`src/rtl/c8ic_pkg.sv`:
```
// ----------------------------------------------------------------------------
// c8ic_pkg
// Shared constants, opcode codes, command and status types for the
// instruction core controller and datapath.
// ----------------------------------------------------------------------------
package c8ic_pkg;

	// memory geometry
	localparam int MEM_DEPTH = 4096;
	localparam int MEM_AW    = 12;

	// default configuration
	localparam int DEF_PROGRAM_START = 512;
	localparam int DEF_STACK_DEPTH   = 16;
	localparam int DEF_TICK_MS       = 16;
	localparam int DEF_FONT_BASE     = 0;
	localparam int DEF_SCREEN_WIDTH  = 64;
	localparam int DEF_SCREEN_HEIGHT = 32;

	localparam int GLYPH_BYTES = 5;

	// item kinds
	localparam logic [2:0] KIND_LOAD = 3'd0;
	localparam logic [2:0] KIND_EXEC = 3'd1;
	localparam logic [2:0] KIND_KEY  = 3'd2;
	localparam logic [2:0] KIND_TIME = 3'd3;
	localparam logic [2:0] KIND_ROW  = 3'd4;

	// opcode groups (top nibble)
	localparam logic [3:0] NIB_SYS  = 4'h0;
	localparam logic [3:0] NIB_JP   = 4'h1;
	localparam logic [3:0] NIB_CALL = 4'h2;
	localparam logic [3:0] NIB_SE   = 4'h3;
	localparam logic [3:0] NIB_SNE  = 4'h4;
	localparam logic [3:0] NIB_SER  = 4'h5;
	localparam logic [3:0] NIB_LD   = 4'h6;
	localparam logic [3:0] NIB_ADD  = 4'h7;
	localparam logic [3:0] NIB_ALU  = 4'h8;
	localparam logic [3:0] NIB_SNER = 4'h9;
	localparam logic [3:0] NIB_LDI  = 4'hA;
	localparam logic [3:0] NIB_JPV  = 4'hB;
	localparam logic [3:0] NIB_RND  = 4'hC;
	localparam logic [3:0] NIB_DRW  = 4'hD;
	localparam logic [3:0] NIB_KEY  = 4'hE;
	localparam logic [3:0] NIB_MISC = 4'hF;

	localparam logic [15:0] OP_CLS = 16'h00E0;
	localparam logic [15:0] OP_RET = 16'h00EE;

	// alu selects (low nibble of 8xyn)
	localparam logic [3:0] ALU_MOV  = 4'h0;
	localparam logic [3:0] ALU_OR   = 4'h1;
	localparam logic [3:0] ALU_AND  = 4'h2;
	localparam logic [3:0] ALU_XOR  = 4'h3;
	localparam logic [3:0] ALU_ADD  = 4'h4;
	localparam logic [3:0] ALU_SUB  = 4'h5;
	localparam logic [3:0] ALU_SHR  = 4'h6;
	localparam logic [3:0] ALU_SUBN = 4'h7;
	localparam logic [3:0] ALU_SHL  = 4'hE;

	// low byte codes of Ex and Fx groups
	localparam logic [7:0] KK_SKP  = 8'h9E;
	localparam logic [7:0] KK_SKNP = 8'hA1;
	localparam logic [7:0] KK_GDT  = 8'h07;
	localparam logic [7:0] KK_WKEY = 8'h0A;
	localparam logic [7:0] KK_SDT  = 8'h15;
	localparam logic [7:0] KK_SST  = 8'h18;
	localparam logic [7:0] KK_ADDI = 8'h1E;
	localparam logic [7:0] KK_FONT = 8'h29;
	localparam logic [7:0] KK_BCD  = 8'h33;
	localparam logic [7:0] KK_STR  = 8'h55;
	localparam logic [7:0] KK_LDR  = 8'h65;

	typedef enum logic [4:0] {
		DP_NONE, DP_CLR, DP_CAPTURE, DP_LOAD, DP_KEY, DP_ELAPSE, DP_ROW,
		DP_FETCH_HI, DP_FETCH_LO, DP_FETCH_END, DP_RD_X, DP_RD_V0, DP_RD_Y,
		DP_EXEC, DP_CLS, DP_RET, DP_DIV_MUL, DP_DIV_WR,
		DP_DRW_INIT, DP_DRW_MOD, DP_DRW_RD, DP_DRW_XOR, DP_DRW_END,
		DP_BCD0, DP_BCD1, DP_BCD2, DP_ST, DP_LD_RD, DP_LD_WR, DP_OUT
	} dp_cmd_t;

	typedef struct packed {
		dp_cmd_t cmd;
	} dp_ctl_t;

	typedef struct packed {
		logic [2:0]  kind;
		logic [15:0] op;
		logic        clr_last;
		logic        mod_done;
		logic        cnt_eq_x;
		logic        cnt_eq_n;
	} dp_stat_t;

	typedef enum logic [4:0] {
		S_CLEAR, S_IDLE, S_KIND, S_FL, S_FW, S_RX, S_RY, S_EXEC, S_DIVW,
		S_DMOD, S_DRD, S_DXOR, S_BCD1, S_BCD2, S_ST, S_LDR, S_LDW, S_DONE
	} ctl_state_t;

endpackage

```
`src/rtl/c8ic_ctrl.sv`:
```
// ----------------------------------------------------------------------------
// c8ic_ctrl
// Sequencer: steps each item through fetch, operand read and the multi
// cycle instruction loops, and owns the output beat handshake.
// ----------------------------------------------------------------------------
module c8ic_ctrl
	import c8ic_pkg::*;
(
	input  logic     clk,
	input  logic     arst_n,
	input  logic     in_valid,
	output logic     in_ready,
	output logic     out_valid,
	input  logic     out_ready,
	input  dp_stat_t stat,
	output dp_ctl_t  ctl
);

	ctl_state_t state_q, state_d;
	dp_cmd_t    cmd;
	logic       out_vld_q;
	logic [3:0] op_hi;
	logic [7:0] op_kk;

	assign op_hi = stat.op[15:12];
	assign op_kk = stat.op[7:0];

	// state register
	always_ff @(posedge clk or negedge arst_n) begin
		if (!arst_n) begin
			state_q <= S_CLEAR;
		end else begin
			state_q <= state_d;
		end
	end

	// next state and datapath command
	always_comb begin
		state_d = state_q;
		cmd     = DP_NONE;
		unique case (state_q)
			S_CLEAR: begin
				cmd = DP_CLR;
				if (stat.clr_last) state_d = S_IDLE;
			end
			S_IDLE: begin
				if (in_valid) begin
					cmd     = DP_CAPTURE;
					state_d = S_KIND;
				end
			end
			S_KIND: begin
				state_d = S_DONE;
				case (stat.kind)
					KIND_LOAD: cmd = DP_LOAD;
					KIND_KEY:  cmd = DP_KEY;
					KIND_TIME: cmd = DP_ELAPSE;
					KIND_ROW:  cmd = DP_ROW;
					KIND_EXEC: begin
						cmd     = DP_FETCH_HI;
						state_d = S_FL;
					end
					default: cmd = DP_NONE;
				endcase
			end
			S_FL: begin
				cmd     = DP_FETCH_LO;
				state_d = S_FW;
			end
			S_FW: begin
				cmd     = DP_FETCH_END;
				state_d = S_RX;
			end
			S_RX: begin
				cmd     = (op_hi == NIB_JPV) ? DP_RD_V0 : DP_RD_X;
				state_d = S_RY;
			end
			S_RY: begin
				cmd     = DP_RD_Y;
				state_d = S_EXEC;
			end
			S_EXEC: begin
				state_d = S_DONE;
				if (stat.op == OP_CLS) begin
					cmd = DP_CLS;
				end else if (stat.op == OP_RET) begin
					cmd = DP_RET;
				end else if (op_hi == NIB_DRW) begin
					cmd     = DP_DRW_INIT;
					state_d = S_DMOD;
				end else if (op_hi == NIB_MISC && op_kk == KK_GDT) begin
					cmd     = DP_DIV_MUL;
					state_d = S_DIVW;
				end else if (op_hi == NIB_MISC && op_kk == KK_BCD) begin
					cmd     = DP_BCD0;
					state_d = S_BCD1;
				end else if (op_hi == NIB_MISC && op_kk == KK_STR) begin
					state_d = S_ST;
				end else if (op_hi == NIB_MISC && op_kk == KK_LDR) begin
					state_d = S_LDR;
				end else begin
					cmd = DP_EXEC;
				end
			end
			S_DIVW: begin
				cmd     = DP_DIV_WR;
				state_d = S_DONE;
			end
			S_DMOD: begin
				if (stat.mod_done) state_d = S_DRD;
				else cmd = DP_DRW_MOD;
			end
			S_DRD: begin
				if (stat.cnt_eq_n) begin
					cmd     = DP_DRW_END;
					state_d = S_DONE;
				end else begin
					cmd     = DP_DRW_RD;
					state_d = S_DXOR;
				end
			end
			S_DXOR: begin
				cmd     = DP_DRW_XOR;
				state_d = S_DRD;
			end
			S_BCD1: begin
				cmd     = DP_BCD1;
				state_d = S_BCD2;
			end
			S_BCD2: begin
				cmd     = DP_BCD2;
				state_d = S_DONE;
			end
			S_ST: begin
				cmd = DP_ST;
				if (stat.cnt_eq_x) state_d = S_DONE;
			end
			S_LDR: begin
				cmd     = DP_LD_RD;
				state_d = S_LDW;
			end
			S_LDW: begin
				cmd     = DP_LD_WR;
				state_d = stat.cnt_eq_x ? S_DONE : S_LDR;
			end
			S_DONE: begin
				if (!out_vld_q || out_ready) begin
					cmd     = DP_OUT;
					state_d = S_IDLE;
				end
			end
			default: state_d = S_IDLE;
		endcase
	end

	// output beat valid
	always_ff @(posedge clk or negedge arst_n) begin
		if (!arst_n) begin
			out_vld_q <= 1'b0;
		end else if (cmd == DP_OUT) begin
			out_vld_q <= 1'b1;
		end else if (out_ready) begin
			out_vld_q <= 1'b0;
		end
	end

	assign in_ready  = (state_q == S_IDLE);
	assign out_valid = out_vld_q;
	assign ctl.cmd   = cmd;

endmodule

```
`config.mk`:
```
export PLATFORM = sky130hd
export DESIGN_NAME = c8ic_ctrl
export DESIGN_NICKNAME = d
export VERILOG_FILES = /design/src/rtl/c8ic_pkg.sv /design/src/rtl/c8ic_ctrl.sv
export SDC_FILE = /design/constraint.sdc
export NUM_CORES = 1
export LEC_CHECK = 0
export BUFFER_PORTS_ARGS = -buffer_cell sky130_fd_sc_hd__buf_2
export CORE_AREA = 2 2 49 51
export CTS_CLUSTER_SIZE = 16
export DETAILED_ROUTE_END_ITERATION = 12
export DIE_AREA = 0 0 51 53
export PLACE_DENSITY = 0.87
export SYNTH_ARGS = -nofsm -noshare
export SYNTH_HDL_FRONTEND = slang
export SYNTH_SLANG_ARGS = --single-unit
```
`constraint.sdc`:
```
create_clock -name clk -period 2.63 [get_ports clk]
set_input_delay 0.526 -clock clk [delete_from_list [all_inputs] [get_ports clk]]
set_output_delay 0.526 -clock clk [all_outputs]
set_load 0.01 [all_outputs]
```
# [Word level (Yosys, flattened, before mapping)]
# Index checks and enable logic that the tools add are counted.
[word_totals] out_inout_bits=7 ff_bits=6
[op_classes] mux=32 reduce_logical=11 n_eq_ne=36
[op_table] operator="two-way mux 5 bit" n=22
[op_table] operator="case mux 5 bit (18 select lines)" n=1
[op_table] operator="case mux 5 bit (17 select lines)" n=1
[op_table] operator="equality test 5 x 4 -> 1 bit, second input constant" n=8
[op_table] operator="equality test 16 x 8 -> 1 bit, second input constant" n=2
[op_table] operator="equality test 5 x 3 -> 1 bit, second input constant" n=4
[op_table] operator="equality test 8 x 7 -> 1 bit, second input constant" n=2
[op_table] operator="equality test 5 bit, second input constant" n=3
[op_table] operator="case mux 3 bit (5 select lines)" n=1
[op_table] operator="equality test 4 bit, second input constant" n=3
[op_table] operator="equality test 5 x 2 -> 1 bit, second input constant" n=2
[op_table] operator="!= test 2 bit, second input constant" n=5
[op_table] operator="equality test 8 x 3 -> 1 bit, second input constant" n=1
[op_table] operator="equality test 8 x 6 -> 1 bit, second input constant" n=1
[op_table] operator="two-way mux 4 bit" n=2
[op_table] operator="equality test 3 x 2 -> 1 bit, second input constant" n=2
[op_table] operator="equality test 5 x 1 -> 1 bit, second input constant" n=1
[op_table] operator="logical NOT 5 bit" n=1
[op_table] operator="AND reduction 5 bit" n=1
[op_table] operator="logical AND 1 bit" n=4
[op_table] operator="two-way mux 2 bit" n=2
[op_table] operator="equality test 3 x 1 -> 1 bit, second input constant" n=1
[op_table] operator="equality test 3 bit, second input constant" n=1
[op_table] operator="logical NOT 3 bit" n=1
[op_table] operator="5 further kinds" n=7

# [Depth between registers and ports, before layout]
[depth] depth_word=12 ltp_mapped=7 mapped_depth_nobuf=5

# [Least setup slack after synthesis]
# No wires, ideal clock.
[synth_path] kind="input -> output" start="in stat[19] in the netlist's numbering" end="out ctl[0] in the netlist's numbering" path_buffers=1 required_ps=2104 t_arrival_ps=1850 stages=6 path_slack_ps=254 path_cell_list="and3_1 and3_4 buf_6 a31o_1 or3b_1 o221ai_1"
[synth_rtl] element="start, declared" line_no="c8ic_ctrl.sv:15" source="input dp_stat_t stat,"
[synth_rtl] element="end, declared" line_no="c8ic_ctrl.sv:16" source="output dp_ctl_t ctl"

==> impl_metrics.toml <==
[synthesis]
avgSynthCellArea_um2 = 7.169
synth_fp_nets = 175
ys_ff_latch = 6
synthFlopType = "dfrtp_1"
synth_area_leaders = "dfrtp_1 14%, nor2_1 6.0%, nor2b_1 4.7%, nor3_1 4.7%, nor4_1 3.5%"
yosysMostFrequentCell = "nor2_1"
synthTopCellsByCount = "17 x nor2_1, 10 x nor3_1, 9 x nand2_1, 8 x nor2b_1, 7 x a21oi_1"
synthArstFlopShare = 1.000
synth_warnings = 0
ys_seq_area_frac = 0.1415
syn_area_um2 = 1061
yosysTopAreaCell = "dfrtp_1"
ys_types = 58
synth_edf_count = 0
syn_inst = 148
netlist.area_leader.share = 0.1415

[placed_design]
post-dp-hpwl_um = 2698
post-place-cells = 208
io_buffers = 33
gp_congestion = 0.9404

[finish]
areaGrowthSynthToFinish_pct = 23.23
antenna_cells = 0
fill_cells = 206
finalNonFillerCells = 211
nets = 212
multi_input_area_um2 = 863.3
fin_util = 0.6086
seq_area_um2 = 150.1
drive_gt1_frac = 0.3115

[critical_path]
r2r_end = "state_q[3]"
endpoint_kind = "output pin"
path_buf_inv = 2
max_stage_delay_ns = 0.42
cp-start-kind = "input port"
crit_fanout = 4
rr_startpoint = "state_q[2]"
reg2regPathDepth = 5
cp.arrival_ns = 1.98
criticalPathCategory = "in -> out"
crit_top_cell = "buf_2"
path_delay_family = "simple AND/OR/NAND/NOR gates"
cp_slowest_cell = "nor4b_2"
crit_required_ns = 2.10
ff2ff_setup_slack_ns = 0.73
path_cells = "buf_2, nor4b_2, and4b_1, o21a_1, nor3_1, a221o_1, buf_2"

[route]
via_count = 1368
drt_first_pass_iters = 5
wl_per_cell_um = 15.85
viasPerCell = 6.483
ant_nets = 0
routed_wl_um = 3344
drc = 0
drt_iter0_drc = 95

[power]
powerDensity_nw_per_um2 = 870.8
leakage_nw = 0.5549
vdd_drop_max_mv = 0.4636

[die]
die_y_um = 53
pin_count = 34
std_cell_rows = 17
dieArea_um2 = 2703
core_um2 = 2148
die_x_um = 51
initial_core_util = 0.4939

[sta]
slew_viol_final = 0
rsz0062_at_grt = "no"
slew_headroom = 0.6260
hold_violations = 0
finalCriticalPeriod_ns = 2.505
setup_viol = 0
period_share = 0.9525
worst_pin_slew_ns = 0.5590
finalClockSkew_ns = 0.004927
fmax_mhz = 399.2
finalSetupTns_ns = 0

[flow_run]
maxCapViolCount = 0

[global_routing]
grt_max_degree = 14
antenna_found_initial = 0
grt_pass1_wl_um = 5540
grt_overflow_total = 0
gr-usage-all-layers = 0.2702
grt_pass1_vias = 1261

[cts]
numCtsBuffers = 3
cts_setup_buffers = 0
clk-insertion-delay-late_ns = 0.24
cts_buffer_depth = 2
cts_tree = "done"
clkSinkCount = 6
htreeDepth = 1
cts_root_buffer = "clkbuf_4"
clk_pin_slew_worst_paths_ns = 0.04

[run_status]
outcome = "finished, final reports clean"

[min_path]
holdCritPathClass = "in -> async"
## layer usage
layer | part of all wire | wire length, µm | track usage | vias to the layer above
met5 | 0 | 0 | 0 | -
met4 | 0.026 | 87 | 0.08108 | 0
met1 | 0.37 | 1228 | 0.3247 | 598
met3 | 0.11 | 384 | 0.04802 | 17
li1 | - | - | - | 648
met2 | 0.49 | 1642 | 0.4870 | 105
## flip-flops by register name, indices dropped and copies added (netlist names)
register   flops
out_valid      1
state_q        5
## power by group
part,total [W],internal (W),switching [W]
clock network,0.0000812,0.0000514,0.0000298
logic,0.000853,0.000382,0.000472
registers,0.000204,0.000129,0.0000752
total,0.00114,0.000562,0.000577
## kinds of logic after synthesis
logic type	Yosys count	synth area share
AO/OA/AOI/OAI	41	0.2830
flip-flops	6	0.1415
XOR/XNOR	4	0.03302
buffers and inverters	12	0.05425
multiplexers	1	0.009434
AND/OR/NAND/NOR	84	0.4788
## layout by cell type, fill, tap and decap left out, types with 6 or more instances in the layout
| cell type | instances |
|---|---|
| dfrtp_1 | 6 |
| nand2_1 | 9 |
| buf_2 | 33 |
| buf_4 | 8 |
| nor2_1 | 17 |
| a21oi_1 | 7 |
| nor2b_1 | 8 |
| nor4_1 | 6 |
| nor3_1 | 10 |
## worst max path at each step
stage               startpoint  endpoint  slack [ns]  cells past startpoint
detailed placement    stat[19]    ctl[0]        0.15                      7
floorplan             stat[19]    ctl[0]        0.25                      6
global placement      stat[19]    ctl[0]        0.21                      7
global route        state_q[2]    ctl[4]       0.004                      5
finish                stat[10]    ctl[3]        0.12                      7
CTS                 state_q[2]    ctl[1]        0.06                      5
## what timing repair did
action,in CTS,in global routing
hold buffers,0,0
gates resized for setup,0,3
setup endpoints to repair,0,1
hold endpoints to repair,0,0
## cell type report
cell class	instances	area share
flip-flops and latches	6	0.1148
well taps	28	0.02679
multi-input cells	130	0.6603
clock buffers	3	0.01722
inverters	3	0.008612
repair buffers	41	0.1722
## through the flow
stage	power (W)	setup WS, ns	instance area [µm²]	hold slack [ns]
after detailed placement	0.001024	0.1542	1275	0.3521
final	0.001139	0.1248	1308	0.09613
after global placement	0.001010	0.2067	1275	0.3466
after CTS	0.001113	0.06256	1297	0.09155
after floorplan	0.0007583	0.2540	1061	0.2304
after global routing	0.001237	0.003810	1308	0.09088
Note: power is estimated with default switching activity, not from simulation.
